[config.mk]
export PLATFORM = sky130hd
export DESIGN_NAME = ifs_back
export DESIGN_NICKNAME = d
export VERILOG_FILES = /design/src/ifs_pkg.sv /design/src/ifs_back.sv
export SDC_FILE = /design/constraint.sdc
export NUM_CORES = 2
export LEC_CHECK = 0
export BUFFER_PORTS_ARGS = -buffer_cell sky130_fd_sc_hd__buf_2
export CORE_AREA = 2 2 496 498
export CTS_CLUSTER_SIZE = 30
export DETAILED_ROUTE_END_ITERATION = 7
export DIE_AREA = 0 0 498 500
export HOLD_SLACK_MARGIN = 0.1
export SYNTH_ARGS = -nofsm -noshare
export SYNTH_HDL_FRONTEND = slang
export SYNTH_SLANG_ARGS = --single-unit
[constraint.sdc]
create_clock -name i_clk -period 29.7 [get_ports i_clk]
set_clock_uncertainty 0.2 [all_clocks]
set_input_delay 8.91 -clock i_clk [delete_from_list [all_inputs] [get_ports i_clk]]
set_output_delay 8.91 -clock i_clk [all_outputs]
set_load 0.1 [all_outputs]
[src/ifs_pkg.sv]
// Shared types, constants and arithmetic helpers for the IFS chaos-game plotter.
package ifs_pkg;

    localparam int COEF_VALUE_W = 32;
    localparam int RAND_W       = 16;
    localparam int COEFS_AFFINE = 6;   // a..f per map
    localparam logic [2:0] COEF_PROB = 3'd6;

    // operation codes on the input stream
    localparam logic [1:0] OP_LOAD    = 2'd0;
    localparam logic [1:0] OP_STEP    = 2'd1;
    localparam logic [1:0] OP_RESTART = 2'd2;

    // configuration register indexes
    localparam logic [2:0] CFG_MAP_COUNT   = 3'd0;
    localparam logic [2:0] CFG_CENTER_X    = 3'd1;
    localparam logic [2:0] CFG_CENTER_Y    = 3'd2;
    localparam logic [2:0] CFG_COS_SPIN    = 3'd3;
    localparam logic [2:0] CFG_SIN_SPIN    = 3'd4;
    localparam logic [2:0] CFG_VIEW_SCALE  = 3'd5;
    localparam logic [2:0] CFG_GRID_WIDTH  = 3'd6;
    localparam logic [2:0] CFG_GRID_HEIGHT = 3'd7;

    typedef enum logic [1:0] {
        CMD_LOAD,
        CMD_STEP,
        CMD_RESTART
    } t_cmd_kind;

    typedef struct packed {
        t_cmd_kind          kind;
        logic [1:0]         map_idx;
        logic [2:0]         coef_idx;
        logic signed [31:0] value;
        logic [15:0]        rnd;
    } t_cmd;

    typedef struct packed {
        logic [2:0]         map_count;
        logic signed [31:0] center_x;
        logic signed [31:0] center_y;
        logic signed [17:0] cos_spin;
        logic signed [17:0] sin_spin;
        logic [30:0]        view_scale;
        logic [10:0]        grid_width;
        logic [10:0]        grid_height;
    } t_cfg;

    typedef enum logic [1:0] {
        B_IDLE,
        B_CALC,
        B_OUT
    } t_bstate;

    // product / 65536, truncated toward zero
    function automatic logic signed [47:0] qdiv_prod(input logic signed [63:0] p);
        logic signed [63:0] adj;
        adj = p + (p[63] ? 64'sd65535 : 64'sd0);
        return adj[63:16];
    endfunction

    // 49-bit offset / 65536 truncated toward zero, saturated to 16 bits
    function automatic logic signed [15:0] proj_sat(input logic signed [48:0] v);
        logic signed [48:0] adj;
        logic signed [32:0] q;
        adj = v + (v[48] ? 49'sd65535 : 49'sd0);
        q   = adj[48:16];
        if (q > 33'sd32767) begin
            return 16'sh7fff;
        end else if (q < -33'sd32768) begin
            return 16'sh8000;
        end
        return q[15:0];
    endfunction

endpackage

[src/ifs_back.sv]
// Back end: map table, orbit state and the shared-multiplier step sequencer.
module ifs_back #(
    parameter int MAX_MAPS     = 4,
    parameter int WARMUP_STEPS = 20
) (
    input  logic           i_clk,
    input  logic           i_rst_n,
    input  ifs_pkg::t_cfg  i_cfg,
    input  logic           i_empty,
    input  ifs_pkg::t_cmd  i_cmd,
    output logic           o_pop,
    output logic           o_out_load,
    output logic [103:0]   o_out_data,
    input  logic           i_out_free
);
    import ifs_pkg::*;

    localparam int MI_W  = (MAX_MAPS > 1) ? $clog2(MAX_MAPS) : 1;
    localparam int N_W   = $clog2(MAX_MAPS + 1) + 1;
    localparam int DEPTH = MAX_MAPS * COEFS_AFFINE;
    localparam int CA_W  = $clog2(DEPTH);

    // coefficient memory a..f, probabilities in flops (compared in parallel)
    logic signed [31:0] r_coef [DEPTH];
    logic signed [31:0] r_prob [MAX_MAPS];
    logic signed [31:0] r_rdata;

    t_bstate r_state, n_state;
    logic [3:0]  r_ph, n_ph;

    logic signed [31:0] r_ox, r_oy;
    logic [4:0]         r_warm;
    logic [MI_W-1:0]    r_map;
    logic [CA_W-1:0]    r_base;

    logic signed [63:0] r_prod;
    logic signed [31:0] r_t, r_u, r_nx, r_ny, r_rx, r_ry, r_wx, r_wy;
    logic signed [48:0] r_vx, r_vy;
    logic signed [15:0] r_sx, r_sy;

    logic signed [31:0] w_opa, w_opb;
    logic signed [63:0] w_mul;
    logic signed [47:0] w_qw;
    logic signed [31:0] w_q;
    logic [MI_W-1:0]    w_pick;
    logic [N_W-1:0]     w_n;
    logic [CA_W-1:0]    w_raddr;
    logic [CA_W-1:0]    w_waddr;
    logic signed [16:0] w_rnd;
    logic               w_on;
    logic               w_warm;
    logic signed [48:0] w_gx, w_gy;

    // map choice: first map in use with random <= p, else the last in use
    always_comb begin
        w_n = N_W'(i_cfg.map_count);
        if (w_n == '0) begin
            w_n = N_W'(1);
        end else if (w_n > N_W'(MAX_MAPS)) begin
            w_n = N_W'(MAX_MAPS);
        end
        w_rnd  = $signed({1'b0, i_cmd.rnd});
        w_pick = MI_W'(w_n - N_W'(1));
        for (int i = MAX_MAPS - 1; i >= 0; i--) begin
            if ((N_W'(i) < w_n) && (32'(w_rnd) <= r_prob[i])) begin
                w_pick = MI_W'(i);
            end
        end
    end

    assign w_raddr = r_base + CA_W'(r_ph);
    assign w_waddr = CA_W'(CA_W'(i_cmd.map_idx) * CA_W'(COEFS_AFFINE))
                   + CA_W'(i_cmd.coef_idx);

    always_ff @(posedge i_clk) begin
        if (o_pop && i_cmd.kind == CMD_LOAD) begin
            if (i_cmd.coef_idx == COEF_PROB) begin
                r_prob[MI_W'(i_cmd.map_idx)] <= i_cmd.value;
            end else begin
                r_coef[w_waddr] <= i_cmd.value;
            end
        end
        r_rdata <= r_coef[w_raddr];
    end

    // shared multiplier operand selection
    always_comb begin
        w_opa = r_rdata;
        w_opb = r_ox;
        case (r_ph)
            4'd1:  begin w_opa = r_rdata; w_opb = r_ox; end
            4'd2:  begin w_opa = r_rdata; w_opb = r_oy; end
            4'd3:  begin w_opa = r_rdata; w_opb = r_ox; end
            4'd4:  begin w_opa = r_rdata; w_opb = r_oy; end
            4'd7:  begin w_opa = r_rx; w_opb = 32'(i_cfg.cos_spin); end
            4'd8:  begin w_opa = r_ry; w_opb = 32'(i_cfg.sin_spin); end
            4'd9:  begin w_opa = r_rx; w_opb = 32'(i_cfg.sin_spin); end
            4'd10: begin w_opa = r_ry; w_opb = 32'(i_cfg.cos_spin); end
            4'd11: begin w_opa = r_wx; w_opb = $signed({1'b0, i_cfg.view_scale}); end
            4'd12: begin w_opa = r_wy; w_opb = $signed({1'b0, i_cfg.view_scale}); end
            default: begin w_opa = r_rdata; w_opb = r_ox; end
        endcase
    end

    assign w_mul = w_opa * w_opb;
    assign w_qw  = qdiv_prod(r_prod);
    assign w_q   = w_qw[31:0];
    assign w_gx  = $signed({23'd0, i_cfg.grid_width, 15'd0});
    assign w_gy  = $signed({23'd0, i_cfg.grid_height, 15'd0});

    always_ff @(posedge i_clk) begin
        if (r_state == B_CALC) begin
            r_prod <= w_mul;
            case (r_ph)
                4'd2:  r_t  <= w_q;
                4'd3:  r_t  <= r_t + w_q;
                4'd4:  r_u  <= w_q;
                4'd5:  begin r_nx <= r_t + r_rdata; r_u <= r_u + w_q; end
                4'd6:  begin r_ny <= r_u + r_rdata; r_rx <= r_nx - i_cfg.center_x; end
                4'd7:  r_ry <= r_ny - i_cfg.center_y;
                4'd8:  r_t  <= w_q;
                4'd9:  r_wx <= r_t - w_q;
                4'd10: r_t  <= w_q;
                4'd11: r_wy <= r_t + w_q;
                4'd12: r_vx <= w_gx + 49'(w_qw);
                4'd13: r_vy <= w_gy - 49'(w_qw);
                4'd14: r_sx <= proj_sat(r_vx);
                4'd15: r_sy <= proj_sat(r_vy);
                default: ;
            endcase
        end
        if (o_pop && i_cmd.kind == CMD_STEP) begin
            r_map  <= w_pick;
            r_base <= CA_W'(CA_W'(w_pick) * CA_W'(COEFS_AFFINE));
        end
    end

    always_ff @(posedge i_clk) begin
        if (!i_rst_n) begin
            r_state <= B_IDLE;
            r_ph    <= 4'd0;
            r_ox    <= '0;
            r_oy    <= '0;
            r_warm  <= '0;
        end else begin
            r_state <= n_state;
            r_ph    <= n_ph;
            if (o_pop && i_cmd.kind == CMD_RESTART) begin
                r_ox   <= '0;
                r_oy   <= '0;
                r_warm <= '0;
            end else if (o_out_load) begin
                r_ox <= r_nx;
                r_oy <= r_ny;
                if (!w_warm) begin
                    r_warm <= r_warm + 5'd1;
                end
            end
        end
    end

    assign w_warm = (r_warm >= 5'(WARMUP_STEPS));
    assign w_on   = !r_sx[15] && (r_sx[14:0] < {4'd0, i_cfg.grid_width}) &&
                    !r_sy[15] && (r_sy[14:0] < {4'd0, i_cfg.grid_height});

    always_comb begin
        n_state    = r_state;
        n_ph       = r_ph;
        o_pop      = 1'b0;
        o_out_load = 1'b0;
        case (r_state)
            B_IDLE: begin
                n_ph = 4'd0;
                if (!i_empty) begin
                    o_pop = 1'b1;
                    if (i_cmd.kind == CMD_STEP) begin
                        n_state = B_CALC;
                    end
                end
            end
            B_CALC: begin
                n_ph = r_ph + 4'd1;
                if (r_ph == 4'd15) begin
                    n_state = B_OUT;
                end
            end
            B_OUT: begin
                if (i_out_free) begin
                    o_out_load = 1'b1;
                    n_state    = B_IDLE;
                end
            end
            default: begin
                n_state = B_IDLE;
            end
        endcase
    end

    // point_x, point_y, screen_x, screen_y, chosen_map, on_screen, plot_valid
    assign o_out_data = {4'd0, w_on && w_warm, w_on, 2'(r_map), r_sy, r_sx, r_ny, r_nx};

endmodule
# Yosys cells after proc, flatten, opt, wreduce, memory -nomap -nowiden
# Memory sizes are Yosys's and may differ from the RTL's. A register that Yosys moved wholly into a read port is not among the register bits.
# Index checks and enable logic that the tools add are counted.
[word_totals]
ff_bits = 531
ramBits = 896
in_bits = 215
output_inout_bits = 106
wordCells = 166
memories = 2
[classes]
add_sub_neg = 17
mul = 3
order_cmp = 16
eq_ne = 23
mux = 43
bitwise_logic = 2
reduce_logical = 40
[mem_list]
columns = ["name", "depth", "width", "read_ports", "rd_clocked_by_memory_dff", "write_ports", "line_no", "rtl"]
rows = [
  ["r_coef", 24, 32, 1, 1, 1, "ifs_back.sv:24", "logic signed [31:0] r_coef [DEPTH];"],
  ["r_prob", 4, 32, 4, 0, 1, "ifs_back.sv:25", "logic signed [31:0] r_prob [MAX_MAPS];"],
]
[ops]
columns = ["cell", "count"]
rows = [
  ["$pmux 32 s4", 2],
  ["$mux 16", 9],
  ["$add 32x32->32", 4],
  ["$le 17x32->1", 4],
  ["$pmux 32 s2", 2],
  ["$add 49x17->49", 2],
  ["$sub 32x32->32", 3],
  ["$gt 33x16->1 const B", 2],
  ["$lt 33x16->1 const B", 2],
  ["$add 64x17->64", 1],
  ["$mul 32x32->64", 1],
  ["$add 27x48->49", 1],
  ["$sub 27x48->49", 1],
  ["$eq 4x4->1 const B", 8],
  ["$lt 15x11->1", 2],
  ["$reduce_and 2->1", 12],
  ["$mux 1", 18],
  ["$eq 4x3->1 const B", 4],
  ["$mux 2", 8],
  ["$reduce_or 2->1", 7],
  ["$logic_and 1x1->1", 11],
  ["$eq 4x2->1 const B", 2],
  ["$mul 2x2->4 const B", 2],
  ["$pmux 4 s2", 1],
  ["23 further kinds", 35],
]

# Logic depth before layout (Yosys ltp)
[depth]
word_depth = 10
ltp_mapped = 45

# Worst setup path before layout
# Ideal clock, no wire load.
[synth_path]
path_kind = "input to output"
startpoint = "in i_cfg[1] in the netlist's numbering"
endpoint = "out o_out_data[99]"
arrival_time_ps = 11405
slack_ps = 9185
path_stages = 12
path_buffers = 0
cell_sequence = "inv_1 ha_1 a21o_1 a21oi_1 nor2b_1 o21ai_0 nand2b_1 a21oi_1 nor2b_1 o21ai_0 nand3_1 nor2_1"
[synth_via]
elab_chain_len = 3
[synth_lines]
columns = ["item", "line_no", "rtl"]
rows = [
  ["start: declaration", "ifs_back.sv:8", "input ifs_pkg::t_cfg i_cfg,"],
  ["$lt 15x11->1", "ifs_back.sv:164", "!r_sy[15] && (r_sy[14:0] < {4'd0, i_cfg.grid_height});"],
  ["$logic_and 1x1->1", "ifs_back.sv:164", ""],
  ["$logic_and 1x1->1", "ifs_back.sv:200", "assign o_out_data = {4'd0, w_on && w_warm, w_on, 2'(r_map), r_sy, r_sx, r_ny, r_nx};"],
  ["end: declaration", "ifs_back.sv:13", "output logic [103:0] o_out_data,"],
]
# Every way passes these cells.

# Worst setup path after layout
[layout_path]
startpoint = "in i_cfg[12] in the netlist's numbering"
endpoint = "out o_out_data[99]"
[layout_via]
elab_chain_len = 5
[layout_lines]
columns = ["item", "line_no", "rtl"]
rows = [
  ["$lt 15x11->1", "ifs_back.sv:163", "assign w_on = !r_sx[15] && (r_sx[14:0] < {4'd0, i_cfg.grid_width}) &&"],
  ["$logic_and 1x1->1 (2 in a row)", "ifs_back.sv:163", ""],
  ["$logic_and 1x1->1", "ifs_back.sv:164", ""],
  ["$logic_and 1x1->1", "ifs_back.sv:200", ""],
]
# Every way passes these cells.

==> results.sh <==
export IMPL_powerDensity_mw_per_mm2=38.7
export IMPL_worstRegToRegCells=34
export IMPL_cts_hold_fix_buffers=0
export IMPL_ir_worst_vdd_v=0.0000500
export IMPL_final_instance_count_excl_fill=12800
export IMPL_fp_dieH_um=500
export IMPL_crit_path_end="o_out_data[99]"
export IMPL_grt_pass1_vias=75200
export IMPL_wl_met1_mm=139
export IMPL_ys_async_sr_fraction_pct=0
export IMPL_synth_ff_latch_count=1458
export IMPL_wl_met3_mm=27.7
export IMPL_cp_startpoint="i_cfg[12]"
export IMPL_grt_pass1_wl_mm=520
export IMPL_routed_wl_mm=362
export IMPL_avgViaCountPerCell=5.77
export IMPL_netlist_instances=9175
export IMPL_cp_max_fo=3
export IMPL_cts_sinks=1458
export IMPL_wl_met2_mm=167
export IMPL_dr_max_layer_used="met5"
export IMPL_area_delta_synth_final_pct=10.1
export IMPL_floorplan_initialDensity_pct=43.7
export IMPL_final_antenna_net_count=0
export IMPL_leakage_nw=48.2
export IMPL_crit_path_max_incr_delay_ps=530
export IMPL_slowest_stage="buf_2"
export IMPL_cp_num_buf_inv=3
export IMPL_cts_root_buf="clkbuf_16"
export IMPL_rr_startpoint="r_ph[0]$_SDFFE_PN0P_"
export IMPL_path_cells="buf_2, inv_1, ha_1, a21o_1, a21oi_1, nor2b_1, o21ai_0, nand2b_1, a21oi_1, nor2b_1, o21ai_0, nand3_1, nor2_1, buf_2"
export IMPL_vias=73800
export IMPL_insertion_delay_ps=830
export IMPL_track_usage_pct=29.0
export IMPL_drc=0
export IMPL_critPathKind="input pin to output pin"
export IMPL_post_cts_setup_buffer_count=0
export IMPL_cp_data_required_time_ps=20590
export IMPL_fmax_mhz=48.0
export IMPL_dp_cells=12500
export IMPL_hold_viol=0
export IMPL_min_delay_start="r_oy[18]$_SDFFE_PP0P_"
export IMPL_reg2reg_to="r_prod[61]$_DFFE_PP_"
export IMPL_crit_family="simple AND/OR/NAND/NOR gates"
export IMPL_worst_hold_path_type="flop to flop"
export IMPL_drive_gt1_share_pct=11.8
export IMPL_ios=321
export IMPL_cts_tree="built"
export IMPL_gr_total_overflow=0
export IMPL_io_buffers=316
export IMPL_drt_pass1_iter_count=7
export IMPL_yosysWarnings=0
export IMPL_htree_levels=4
export IMPL_slew_violations=0
export IMPL_cap_viol_max_count=0
export IMPL_clk_pin_slew_ps=60
export IMPL_rrSetupSlack_ps=16320
export IMPL_synth_edf_count=1351
export IMPL_crit_path_end_kind="output pin"
export IMPL_cts_made_buffers=148
export IMPL_rows=182
export IMPL_core_area_mm2=0.244
export IMPL_drtIter0Drc=7632
export IMPL_die_w_um=498
export IMPL_total_power_mw=4.55
export IMPL_grt_setup_unrepaired="no"
export IMPL_cp_arrival_ps=11740
export IMPL_antenna_found_initial=11
export IMPL_fin_crit_ps=20850
export IMPL_hpwl_mm=274
export IMPL_clockBufferDepth=3
export IMPL_startpoint_type="input pin"
export IMPL_setup_viol=0
export IMPL_crit_cells=14
export IMPL_fin_nets=11300
export IMPL_yosysSeqAreaShare_pct=40.0
export IMPL_wl_per_cell_um=28.3
export IMPL_fin_tns_setup_ps=0
export IMPL_fill_cells=21900
export IMPL_fin_crit_sh_pct=70.2
export IMPL_grt_max_degree=70
export IMPL_worst_pin_slew_ps=1420
export IMPL_dieArea_mm2=0.249
export IMPL_gp_congestion=1.01
export IMPL_cts_resized=0
export IMPL_syn_area_per_cell_um2=11.6
export IMPL_synth_cell_area_mm2=0.107
export IMPL_synthFlopType="edfxtp_1"
export IMPL_relSlewSlack_pct=5.56
export IMPL_synth_cell_type_count=108
export IMPL_status="completed"
[worst min-delay path by stage]
stage,end,slack (ps),cells past startpoint
3_5_place_dp,r_oy[11]$_SDFFE_PP0P_,250,2
5_1_grt,r_ox[28]$_SDFFE_PP0P_,270,2
4_1_cts,r_oy[18]$_SDFFE_PP0P_,260,2
6_report,r_oy[18]$_SDFFE_PP0P_,260,2
3_3_place_gp,r_oy[11]$_SDFFE_PP0P_,240,2
2_1_floorplan,r_oy[31]$_SDFFE_PP0P_,230,2
[cells in the mapped netlist, drive strengths merged, types with 15 or more instances]
master / number / area [um2]
fa: 1092 / 21900
o31ai: 18 / 149
and3: 51 / 324
buf: 108 / 522
xnor2: 292 / 2560
mux4: 224 / 5040
edfxtp: 1351 / 40600
a211oi: 19 / 148
ha: 574 / 7180
nand2b: 64 / 400
or2: 31 / 194
o211ai: 28 / 224
and2: 46 / 288
a21o: 156 / 1170
nor2: 882 / 3320
nor2b: 58 / 363
nor4: 46 / 318
o21bai: 50 / 375
nand3: 107 / 541
a31oi: 45 / 303
a22oi: 38 / 285
inv: 1286 / 4830
xor2: 115 / 1010
nor3: 80 / 405
clkbuf: 251 / 945
a222oi: 32 / 320
nand4: 57 / 357
dfxtp: 107 / 2140
or3: 40 / 255
mux2i: 78 / 781
nand2: 874 / 3280
a21oi: 407 / 2040
a221o: 19 / 190
mux2: 38 / 428
o21a: 75 / 563
and4: 15 / 134
o21ai: 227 / 1150
[placed cells by master, fill, tap and decap left out, types with 156 or more instances in the layout]
| master | synthesis | routed |
|---|---|---|
| ha_1 | 574 | 573 |
| fa_1 | 1092 | 1091 |
| nand2_1 | 874 | 873 |
| edfxtp_1 | 1351 | 1351 |
| buf_2 | 60 | 316 |
| o21ai_0 | 202 | 201 |
| xnor2_1 | 291 | 287 |
| mux4_2 | 224 | 224 |
| nor2_1 | 880 | 852 |
| a21oi_1 | 406 | 405 |
| a21o_1 | 156 | 156 |
| buf_4 | 9 | 175 |
| inv_1 | 1285 | 1284 |
[layer usage]
metal / up-vias / GRT usage, %
met4: 2 / 18.7
li1: 31800 / -
met5: - / 0
met1: 38000 / 36.7
met2: 3280 / 46.3
met3: 769 / 4.73
[logic make-up (layout without fill, tap and decap cells)]
logic type,count (synthesis),after routing,synth area share [%]
other,1,7,0.00352
multiplexers,340,340,5.86
AO/OA/AOI/OAI,1252,1252,7.65
flip-flops,1458,1458,40.0
buffers and inverters,1646,2048,5.90
AND/OR/NAND/NOR,2405,2405,9.96
adder cells (fa/ha/maj),1666,1666,27.2
XOR/XNOR,407,407,3.36
[tightest hold or removal path, delay by kind of cell (launching register included)]
kind / cells / cell delay (ps)
and+or+nand+nor: 1 / 50
DFF: 1 / 310
AOI/OAI and AO/OA: 1 / 50
[sequential cells by signal, indices dropped and copies added (netlist names), 16 cells and up]
signal and count:
r_ry 32, r_nx 32, r_vx 49, r_wx 32, r_sy 16, r_rdata 32, r_rx 32, r_prob 128
r_wy 32, r_ny 32, r_t 32, r_coef 768, r_prod 64, r_u 32, r_ox 32, r_vy 49
r_oy 32, r_sx 16
[stage by stage]
stage	area, um2	setup WS [ps]	hold WS, ps	utilization [%]
2_1_floorplan	107000	9180	232	-
3_3_place_gp	113000	8650	241	46.1
3_5_place_dp	113000	8760	247	46.1
4_1_cts	117000	8750	256	48.1
5_1_grt	117000	8650	273	48.1
6_report	117000	8850	256	48.1
[power by group]
group | total [mW] | internal [mW] | leakage [nW] | switching, mW
logic | 0.417 | 0.142 | 32.9 | 0.275
clock network | 1.85 | 1.01 | 2.30 | 0.838
registers | 2.28 | 2.26 | 13.0 | 0.0214
[area by class of cell]
cell class	count	area (um2)	area share, %
antenna	3	7.51	0.00639
clock inverter	73	805	0.685
sequential	1458	42700	36.4
tap	3220	4030	3.43
multi-input combinational	6074	58200	49.6
timing repair buffer	491	2900	2.46
clock buffer	197	3980	3.39
inverter	1287	4830	4.11
(Power assumes the default switching activity.)
