==> config.mk <==
export PLATFORM = sky130hd
export DESIGN_NAME = ifs_queue
export DESIGN_NICKNAME = d
export VERILOG_FILES = /design/src/ifs_pkg.sv /design/src/ifs_queue.sv
export SDC_FILE = /design/constraint.sdc
export NUM_CORES = 1
export LEC_CHECK = 0
export BUFFER_PORTS_ARGS = -buffer_cell sky130_fd_sc_hd__clkbuf_2
export CAP_MARGIN = 5
export CELL_PAD_IN_SITES_DETAIL_PLACEMENT = 2
export CELL_PAD_IN_SITES_GLOBAL_PLACEMENT = 2
export CORE_MARGIN = 1
export CORE_UTILIZATION = 39
export CTS_CLUSTER_SIZE = 14
export DETAILED_ROUTE_END_ITERATION = 8
export PLACE_DENSITY = 0.86
export SYNTH_ARGS = -nofsm -noshare
export SYNTH_HDL_FRONTEND = slang
export SYNTH_SLANG_ARGS = --single-unit
==> constraint.sdc <==
create_clock -name i_clk -period 5 [get_ports i_clk]
set_clock_uncertainty 0.2 [all_clocks]
set_input_delay 1 -clock i_clk [delete_from_list [all_inputs] [get_ports i_clk]]
set_output_delay 1 -clock i_clk [all_outputs]
set_load 0.01 [all_outputs]
==> src/ifs_pkg.sv <==
// Shared types, constants and arithmetic helpers for the IFS chaos-game plotter.
package ifs_pkg;

    localparam int COEF_VALUE_W = 32;
    localparam int RAND_W       = 16;
    localparam int COEFS_AFFINE = 6;   // a..f per map
    localparam logic [2:0] COEF_PROB = 3'd6;

    // operation codes on the input stream
    localparam logic [1:0] OP_LOAD    = 2'd0;
    localparam logic [1:0] OP_STEP    = 2'd1;
    localparam logic [1:0] OP_RESTART = 2'd2;

    // configuration register indexes
    localparam logic [2:0] CFG_MAP_COUNT   = 3'd0;
    localparam logic [2:0] CFG_CENTER_X    = 3'd1;
    localparam logic [2:0] CFG_CENTER_Y    = 3'd2;
    localparam logic [2:0] CFG_COS_SPIN    = 3'd3;
    localparam logic [2:0] CFG_SIN_SPIN    = 3'd4;
    localparam logic [2:0] CFG_VIEW_SCALE  = 3'd5;
    localparam logic [2:0] CFG_GRID_WIDTH  = 3'd6;
    localparam logic [2:0] CFG_GRID_HEIGHT = 3'd7;

    typedef enum logic [1:0] {
        CMD_LOAD,
        CMD_STEP,
        CMD_RESTART
    } t_cmd_kind;

    typedef struct packed {
        t_cmd_kind          kind;
        logic [1:0]         map_idx;
        logic [2:0]         coef_idx;
        logic signed [31:0] value;
        logic [15:0]        rnd;
    } t_cmd;

    typedef struct packed {
        logic [2:0]         map_count;
        logic signed [31:0] center_x;
        logic signed [31:0] center_y;
        logic signed [17:0] cos_spin;
        logic signed [17:0] sin_spin;
        logic [30:0]        view_scale;
        logic [10:0]        grid_width;
        logic [10:0]        grid_height;
    } t_cfg;

    typedef enum logic [1:0] {
        B_IDLE,
        B_CALC,
        B_OUT
    } t_bstate;

    // product / 65536, truncated toward zero
    function automatic logic signed [47:0] qdiv_prod(input logic signed [63:0] p);
        logic signed [63:0] adj;
        adj = p + (p[63] ? 64'sd65535 : 64'sd0);
        return adj[63:16];
    endfunction

    // 49-bit offset / 65536 truncated toward zero, saturated to 16 bits
    function automatic logic signed [15:0] proj_sat(input logic signed [48:0] v);
        logic signed [48:0] adj;
        logic signed [32:0] q;
        adj = v + (v[48] ? 49'sd65535 : 49'sd0);
        q   = adj[48:16];
        if (q > 33'sd32767) begin
            return 16'sh7fff;
        end else if (q < -33'sd32768) begin
            return 16'sh8000;
        end
        return q[15:0];
    endfunction

endpackage

==> src/ifs_queue.sv <==
// Two-entry request queue between front end and back end.
module ifs_queue (
    input  logic           i_clk,
    input  logic           i_rst_n,
    input  logic           i_push,
    input  ifs_pkg::t_cmd  i_cmd,
    input  logic           i_pop,
    output logic           o_full,
    output logic           o_empty,
    output ifs_pkg::t_cmd  o_cmd
);
    import ifs_pkg::*;

    t_cmd       r_slot [2];
    logic       r_wp;
    logic       r_rp;
    logic [1:0] r_cnt;

    assign o_full  = (r_cnt == 2'd2);
    assign o_empty = (r_cnt == 2'd0);
    assign o_cmd   = r_slot[r_rp];

    always_ff @(posedge i_clk) begin
        if (i_push) begin
            r_slot[r_wp] <= i_cmd;
        end
    end

    always_ff @(posedge i_clk) begin
        if (!i_rst_n) begin
            r_wp  <= 1'b0;
            r_rp  <= 1'b0;
            r_cnt <= 2'd0;
        end else begin
            if (i_push) begin
                r_wp <= !r_wp;
            end
            if (i_pop) begin
                r_rp <= !r_rp;
            end
            r_cnt <= r_cnt + 2'(i_push) - 2'(i_pop);
        end
    end

endmodule

* Word level (Yosys, flattened, before mapping)
Memories as Yosys holds them, arrays and structs flattened. A register that Yosys moved wholly into a read port is not among the register bits.
Cells that the tools add are included.
W data, S select, Z words.
** Storage, ports and cells
- Register bits after elaboration :: 4
- Latch bits :: 0
- RAM bits :: 110
- Bits in read-only memories :: 0
- Input port bits :: 59
- Word-level logic and storage cells :: 14
- Memories :: 1
** Memories
- r_slot :: words 2, bits a word 55, rd ports 1, clocked after memory_dff 1, wr ports 1, line ifs_queue.sv:14 : t_cmd r_slot [2];
** Cells by class
- $add $sub $neg :: 2
- Multiply operators :: 0
- Div/mod/pow operators :: 0
- Magnitude comparators :: 0
- Eq/ne operators :: 1
- Shift operators :: 0
- Multiplexer cells :: 4
- Bitwise gates (word level) :: 0
- Reduce and logical (&&, ||, !) cells :: 3
** Operators by type and width (count)
- $mux W1 :: 4
- $add A2 B1 Y2 :: 1
- $eq A2 B2 Y1 const B :: 1
- $logic_not A1 Y1 :: 2
- $logic_not A2 Y1 :: 1
- $sub A2 B1 Y2 :: 1

* Longest topological paths before layout
Gate-level depths: netlist of the first run.
- Depth after elaboration :: 3
- Depth in mapped cells :: 6
- Gate-level depth less buffers :: 6

* Least setup slack after synthesis of the first run
No wires, ideal clock.
- Path kind :: input to register
- Start :: input i_push
- End :: memory r_slot[0][0] (netlist bit), enable pin
- Arrival time :: 3461 ps
- Data required time :: 4325 ps
- Path slack :: 864 ps
- Stages :: 1
- Path through :: nor2b_1
** On the way
- Cells in the longest elaborated chain, start to end :: 2
** Ends and longest elaborated chain
- from (decl) :: line ifs_queue.sv:5 : input logic i_push,
- $mux W1 :: line ifs_queue.sv:24 : if (i_push) begin
- $mux W1 (not written as such) :: line ifs_queue.sv:25 : r_slot[r_wp] <= i_cmd;
- to (decl) :: line ifs_queue.sv:14
Every way passes these cells.

==> flow_summary.ini, run 1 <==
[run_status]
status = finished clean

[critical_path]
cp-endpoint = o_cmd[54]
cp_max_fo = 55
crit_chain = mux2_2, clkbuf_2
worstRegToRegCells = 2
cp.required_ns = 3.80
cpPeakStageDelay_ns = 1.03
slowest_stage = dfxtp_4
rrSetupSlack_ns = 2.78
worst-setup-path-type = reg2out
r2r-end = r_slot[0][22]
cp-end-kind = primary output
arrival_ns = 2.00
timing.rr.start = r_wp
setup.worst_path.start_class = register

[power]
p_per_area_nw_per_um2 = 429
vdd_drop_max_v = 0.000176
p_leak_nw = 2.27

[logic_synthesis]
synth_ff_type = edfxtp_1
synth_common_cells = edfxtp_1 (110), mux2_4 (50), buf_12 (5), dfxtp_1 (5), mux2_2 (5)
synthTopCellsByArea = edfxtp_1 (74%), mux2_4 (17%), buf_12 (2.3%)
yosysMostFrequentCell = edfxtp_1
yosysWarnings = 0
yosysTopAreaCell = edfxtp_1
synth_top_area_share_pct = 74.3
netlist_area_um2 = 4450
ys_seq_area_share_pct = 76.5
synth_area_per_cell_um2 = 23.2
syn_nets = 253
synth_edf_count = 110
synthDistinctLibCells = 14
synth_cells = 192
async_reset_ff_share_pct = 0
ys_ff_latch = 115

[routing]
wl_met2_mm = 4.61
post_drt_wl_per_cell_um = 18.2
drcViolationCount = 0
top_layer_used = met4
m1WireLength_mm = 3.41
wl_mm = 8.63
antenna_left = 0
wl_met3_um = 512
vias = 2182
drt-pass1-iter-count = 4
vias_per_cell = 4.60
first_iter_violations = 56

[clocking]
clockBufferDepth = 2
cts_resized = 0
root_buffer = clkbuf_16
worstSkewPairLatency_ns = 0.39
cts_hold_buf = 0
cts_max_level = 4
cts_made_buffers = 17
cts.sinks = 115
clkTransAtPathRegs_ns = 0.05
postCtsSetupBuffers = 0
cts_tree = done

[timing]
worst_pin_slew_ns = 1.09
period_share_pct = 63.9
rsz0062_at_grt = false
setup-violations-final = 0
fmax_mhz = 313
fin_setup_tns_ns = 0
hold_violations = 0
fin_crit_ns = 3.20
whs_ns = 0.403
drv_slew = 0
slew_headroom_pct = 27.3

[global_routing]
grt_max_degree = 56
grt_overflow = 0
antenna_found_initial = 0
grt_pass1_vias = 2389
grt_usage_pct = 15.7
grt_first_pass_wirelength_mm = 12.9

[finish]
antenna_cells = 0
nFillCells = 976
drive_gt1_share_pct = 60.5
nets = 383
area_growth_pct = 26.3

[floorplanning]
design.die.area_um2 = 11800
die_h_um = 109
start_util_pct = 40.5
fp.coreArea_um2 = 11000
rows = 38
die_x_um = 109
ioPinCount = 116

[flow_run]
maxCapViolations = 0

[worst_hold_path]
hold_class = reg2reg
hold-path-cell-count = 2

[placement]
gp_congestion = 0.697
portBuffers = 115
dpl.hpwl_mm = 5.88
[area by class of cell]
type                            count  area (um^2)  share of cell area [%]
Clock inverter                     12         68.8                    1.23
Clock buffer                       19          433                    7.71
Tap cell                          140          175                    3.12
Multi-Input combinational cell     69          933                    16.6
Sequential cell                   115         3410                    60.7
Timing Repair Buffer              117          591                    10.5
Inverter                            2         7.51                   0.134
[power by group]
group	switching [mW]	total [mW]	leakage (nW)	internal [mW]
combinational	0.104	0.240	0.953	0.137
clock	0.393	1.01	0.243	0.618
sequential	0.0411	1.16	1.07	1.12
total	0.538	2.41	2.27	1.87
[flip-flops by register name, summed over array words and instances, names as in the netlist, named ones only]
signal	cells
r_slot	110
r_rp	1
r_cnt	2
r_wp	1
[layer usage]
metal / vias up / global-route usage, %
met3: 10 / 5.56
met4: 0 / 6.66
met1: 1074 / 17.5
met2: 77 / 27.3
li1: 1021 / -
met5: - / 0
[kinds of logic after synthesis]
logic type      count (synthesis)  share of synthesized area (%)
flops                         115                           76.5
xor+xnor                        2                          0.703
buf+inv                         8                           2.67
compound gates                  1                          0.169
mux                            55                           18.1
simple gates                    9                           1.21
fa+ha+maj                       2                          0.563
[critical path: cells and delay by family (launching register included)]
kind	cells	cell delay (ns)
multiplexers	1	0.42
buffers and inverters	1	0.12
flip-flops	1	1.03
[cells in the final DEF (no fill, tap or decap)]
master / count
and2_1: 3
and2_2: 1
buf_4: 2
clkbuf_1: 2
clkbuf_16: 17
clkbuf_2: 115
clkinv_1: 2
clkinv_2: 6
clkinv_4: 1
clkinvlp_4: 3
dfxtp_1: 4
dfxtp_4: 1
edfxtp_1: 110
ha_1: 2
inv_1: 2
mux2_2: 5
mux2_4: 50
nor2_1: 1
nor2b_1: 3
nor2b_4: 1
o21a_1: 1
xnor3_1: 1
xor2_1: 1
[per-stage QoR]
step	cells	area [um^2]	setup slack [ns]	power, mW	util, %
floorplan	192	4450	0.864	1.33	-
global placement	443	5110	2.02	1.40	46.6
detailed placement	443	5110	1.89	1.42	46.6
CTS	474	5620	1.73	2.44	51.1
global route	474	5620	1.69	2.50	51.1
finish	474	5620	1.80	2.41	51.1
[worst min-delay path by stage]
stage	start	endpoint
after floorplan	r_rp	register
after global placement	r_rp	register
after detailed placement	r_rp	register
after CTS	r_rp	register
after global routing	r_rp	register
final	r_rp	register
Note: power is estimated with default switching activity, not from simulation.
==> inputs of run 2 (changes only) <==
- ABC_AREA: unset -> 1
- CORE_UTILIZATION: 39 -> 38
- PLACE_DENSITY: 0.86 -> 0.85
- clock period: 5 -> 2.99 ns (I/O delays scaled with it)
==> run 2 against run 1 <==
Effect of this change:
- final cell count rose by 3.6%
- clock power increased by 73%
- via count increased by 5.5%
- synthesized cell count is 6.3% higher
- combinational power up 62%
- sequential cell count stayed put
- clock-buffer cell count increased by 1
- first-iteration DRC count increased by 54%
- cell area grew 0.96%
- die area rose by 2.6%
- non-clock buffer count is 3 higher
- highest routed layer unchanged
==> flow_summary.ini, run 2 <==
[floorplanning]
design.die.area_um2 = 12100
rows = 39
die_x_um = 110
die_h_um = 110
fp.coreArea_um2 = 11400
start_util_pct = 38.9
ioPinCount = 116

[routing]
vias = 2303
wl_met2_mm = 5.24
wl_met3_um = 519
m1WireLength_mm = 3.44
drcViolationCount = 0
post_drt_wl_per_cell_um = 19.1
drt-pass1-iter-count = 4
wl_mm = 9.37
top_layer_used = met4
vias_per_cell = 4.69
first_iter_violations = 86
antenna_left = 0

[placement]
placed_cells = 461
gp_congestion = 0.634
dpl.hpwl_mm = 6.27
portBuffers = 115
dp_worst_setup_slack_ns = 0.930

[logic_synthesis]
yosysTopAreaCell = edfxtp_1
yosysMostFrequentCell = edfxtp_1
synthDistinctLibCells = 12
synth_edf_count = 110
ys_ff_latch = 115
synth_ff_type = edfxtp_1
netlist_area_um2 = 4450
synth_top_area_share_pct = 74.3
syn_nets = 265
yosysWarnings = 0
synth_common_cells = edfxtp_1 (110), mux2_4 (50), nor2_1 (9), nand2_1 (8), inv_1 (7)
synth_area_per_cell_um2 = 21.8
synth_cells = 204
async_reset_ff_share_pct = 0
ys_seq_area_share_pct = 76.5
synthTopCellsByArea = edfxtp_1 (74%), mux2_4 (17%), buf_12 (2.3%)

[global_routing]
antenna_found_initial = 0
grt_usage_pct = 16.6
grt_overflow = 0
grt_pass1_vias = 2502
grt_first_pass_wirelength_mm = 13.6
grt_max_degree = 56

[timing]
fin_crit_ns = 2.50
fmax_mhz = 400
slew_headroom_pct = 69.3
hold_violations = 0
fin_setup_tns_ns = 0
worst_pin_slew_ns = 0.461
rsz0062_at_grt = false
drv_slew = 0
setup-violations-final = 0
layout_setup_ws_ns = 0.492
period_share_pct = 83.5

[clocking]
worstSkewPairLatency_ns = 0.41
cts_made_buffers = 17
cts.sinks = 115
cts_hold_buf = 0
clockBufferDepth = 2
cts_max_level = 4
cts_tree = done
clkTransAtPathRegs_ns = 0.05
postCtsSetupBuffers = 0
cts_resized = 0
root_buffer = clkbuf_16

[critical_path]
slowest_stage = dfxtp_4
worst-path-buf-inv = 2
setup.worst_path.start_class = register
worst-setup-path-type = reg2out
cp.required_ns = 2.19
crit_chain = buf_4, mux2_2, clkbuf_2
cpPeakStageDelay_ns = 0.44
cpLargestDelayFamily = buffers and inverters
cp-end-kind = primary output
arrival_ns = 1.70
cp_max_fo = 16

[worst_hold_path]
hold_class = in2reg

[power]
p_leak_nw = 2.33
vdd_drop_max_v = 0.000444
p_per_area_nw_per_um2 = 712

[finish]
largestRegisters = r_slot x110, r_cnt x2
drive_gt1_share_pct = 57.5
largest_reg_flops = 110
antenna_cells = 0
nets = 398
nFillCells = 1073
layout_common_cells = clkbuf_2 (115), edfxtp_1 (110), mux2_4 (50)
area_growth_pct = 27.5
fin_cells = 491
top_register = r_slot
final_common_cell = clkbuf_2

[run_status]
status = finished clean

[flow_run]
maxCapViolations = 0
-- run 2: power breakdown --
part           total, mW  switching (mW)  internal, mW
Clock               1.75           0.641          1.11
Sequential          1.90          0.0335          1.87
Combinational      0.390           0.195         0.195
Total               4.04           0.870          3.17
-- run 2: through the flow --
stage               utilization, %  hold slack [ns]  total power [mW]  cell area, um^2
finish                        49.6            0.180              4.04             5670
global placement              45.2            0.276              2.30             5160
global route                  49.6            0.165              4.20             5670
detailed placement            45.2            0.311              2.33             5160
floorplan                        -            0.263              2.17             4450
CTS                           49.6            0.161              4.10             5670
-- run 2: metal layers --
| metal | up-vias | GRT usage [%] |
|---|---|---|
| met3 | 12 | 5.58 |
| met2 | 78 | 30.1 |
| li1 | 1053 | - |
| met1 | 1160 | 16.8 |
| met5 | - | 0 |
| met4 | 0 | 8.46 |
-- run 2: worst paths after layout --
kind                                start             to  slack [ns]  cells past startpoint
worst min-delay path            i_cmd[26]  r_slot[1][26]        0.18                      1
worst max-delay path             register       o_cmd[1]        0.49                      3
worst max register to register       r_wp   r_slot[0][2]        1.55                      2
worst min register to register       r_rp           r_rp        0.34                      2
-- run 2: cells by family after synthesis --
| family | count (synthesis) | share of synthesized area, % |
|---|---|---|
| fa+ha+maj | 2 | 0.563 |
| compound gates | 1 | 0.112 |
| flops | 115 | 76.5 |
| buf+inv | 13 | 3.10 |
| mux | 55 | 18.1 |
| simple gates | 18 | 1.55 |
-- run 2: area by class of cell --
class                   instances  area, um^2  area share [%]
flip-flops and latches        115        3410            60.1
clock inverters                10        68.8            1.21
clock buffers                  20         437            7.70
repair buffers                120         638            11.3
multi-input cells              76         913            16.1
well taps                     143         179            3.16
inverters                       7        26.3           0.463
-- run 2: worst reg2reg max path: stages (launching register included) --
cell	delay, ns
dfxtp_1	0.34
nor2_4	0.12
buf_4	0.41
==> inputs of run 3 (changes only) <==
- ABC_AREA: 1 -> 0
- CORE_UTILIZATION: 38 -> 35
- PLACE_DENSITY: 0.85 -> 0.82
- clock period: 2.99 -> 2.1 ns (I/O delays scaled with it)
==> run 3 against run 2 <==
Effect of this change:
- the run now ends with negative setup slack left
- routed wire length grew 7.5%
- register-to-register slack lost 1.1 ns
- non-clock buffer count up 55
- clock power rose by 36%
- sequential share of layout area is 5.9 points lower
- worst setup slack got worse by 0.51 ns
- highest routed layer unchanged
==> flow_summary.ini, run 3 (synthesis gave the netlist of run 1 again) <==
[global_routing]
grt_pass1_vias = 2861
antenna_found_initial = 0
grt_usage_pct = 16.9
grt_max_degree = 32
grt_first_pass_wirelength_mm = 15.5
grt_overflow = 0

[timing]
drv_slew = 0
slew_headroom_pct = 75.8
layout_setup_ws_ns = -0.0182
fin_crit_ns = 2.12
fin_setup_tns_ns = -0.161
period_share_pct = 101
hold_violations = 0
fmax_mhz = 472
worst_pin_slew_ns = 0.363
setup-violations-final = 27
rsz0062_at_grt = true

[clocking]
worstSkewPairLatency_ns = 0.41
cts_tree = done
clockBufferDepth = 2
cts.sinks = 115
clkTransAtPathRegs_ns = 0.05
cts_max_level = 4
cts_made_buffers = 17
root_buffer = clkbuf_16

[routing]
first_iter_violations = 102
antenna_left = 0
vias = 2457
wl_mm = 10.1
vias_per_cell = 4.39
post_drt_wl_per_cell_um = 18.0
drcViolationCount = 0
drt-pass1-iter-count = 4

[finish]
area_growth_pct = 41.4
final_common_cell = clkbuf_2
nFillCells = 1145
nets = 441
top_register = r_slot
antenna_cells = 0
largest_reg_flops = 110
regArea_um2 = 3410
multiInputGateArea_um2 = 948
fin_cells = 560
drive_gt1_share_pct = 52.3
largestRegisters = r_slot x110, r_cnt x2
layout_common_cells = clkbuf_2 (115), edfxtp_1 (110), mux2_4 (54)
post-route-util_pct = 51.5

[placement]
dp_worst_setup_slack_ns = 0.301
placed_cells = 477
portBuffers = 115
dpl.hpwl_mm = 6.19
gp_congestion = 0.637

[worst_hold_path]
hold_class = in2reg
hold-path-cell-count = 1

[floorplanning]
die_h_um = 115
start_util_pct = 36.4
rows = 40
fp.coreArea_um2 = 12200
design.die.area_um2 = 13200
ioPinCount = 116
die_x_um = 115

[critical_path]
arrival_ns = 1.50
cp.required_ns = 1.48
cp-end-kind = primary output
setup.worst_path.start_class = register
worst-setup-path-type = reg2out
cp_max_fo = 17
worstRegToRegCells = 6

[power]
p_leak_nw = 2.56
vdd_drop_max_v = 0.000557
p_per_area_nw_per_um2 = 930

[run_status]
violations = negative setup slack
status = complete, but fails checks

[flow_run]
maxCapViolations = 0
-- run 3: changes by cell type in the layout (fill, tap and decap cells not counted), sizes merged, moves of 4 or more --
| cell | change |
|---|---|
| dlygate4sd3 | +50 |
| buf | +5 |
| inv | -5 |
| nor2 | -8 |
| nor2b | +4 |
| nand2 | -8 |
| and2 | +4 |
-- run 3: area by class of cell --
class	count	area share, %
flip-flops and latches	115	54.2
repair buffers	175	19.6
multi-input cells	69	15.1
clock buffers	21	7.00
well taps	168	3.34
clock inverters	10	0.697
inverters	2	0.119
-- run 3: final timing paths --
path | startpoint | end | slack [ns]
worst max-delay path | register | o_cmd[7] | -0.02
worst min-delay path | i_cmd[24] | r_slot[0][24] | 0.03
worst max register to register | r_cnt[0] | r_cnt[1] | 0.42
worst min register to register | r_rp | r_rp | 0.44
-- run 3: where the power goes --
| part | internal, mW | switching [mW] | leakage [nW] |
|---|---|---|---|
| Clock | 1.46 | 0.926 | 0.242 |
| Sequential | 2.66 | 0.0489 | 1.07 |
| Combinational | 0.423 | 0.332 | 1.24 |
| Total | 4.54 | 1.31 | 2.56 |
-- run 3: layer usage --
| metal | share of wire [%] | vias up | GRT usage (%) |
|---|---|---|---|
| met5 | 0 | - | 0 |
| met4 | 1.8 | 0 | 7.79 |
| met3 | 4.1 | 19 | 5.66 |
| met2 | 55 | 77 | 31.1 |
| met1 | 39 | 1226 | 17.3 |
| li1 | - | 1135 | - |
-- run 3: stage by stage --
step / total power, mW / hold slack, ns / area, um^2
final: 5.85 / 0.0270 / 6290
after floorplan: 3.16 / 0.319 / 4460
after detailed placement: 3.42 / 0.388 / 5270
after global placement: 3.38 / 0.356 / 5270
after CTS: 5.90 / 0.000349 / 6260
after global routing: 6.07 / 0.00786 / 6290
-- run 3: repair_timing --
action	4_1_cts	5_1_grt
hold buffers	48	2
hold endpoints to repair	95	3
endpoints found under the setup margin	48	54
gates resized for setup	3	2
buffers inserted	2	0
-- run 3: critical path, stage by stage (launching register included) --
cell and delay [ns]:
dfxtp_4 0.42, buf_12 0.20, mux2_4 0.32, clkbuf_2 0.13
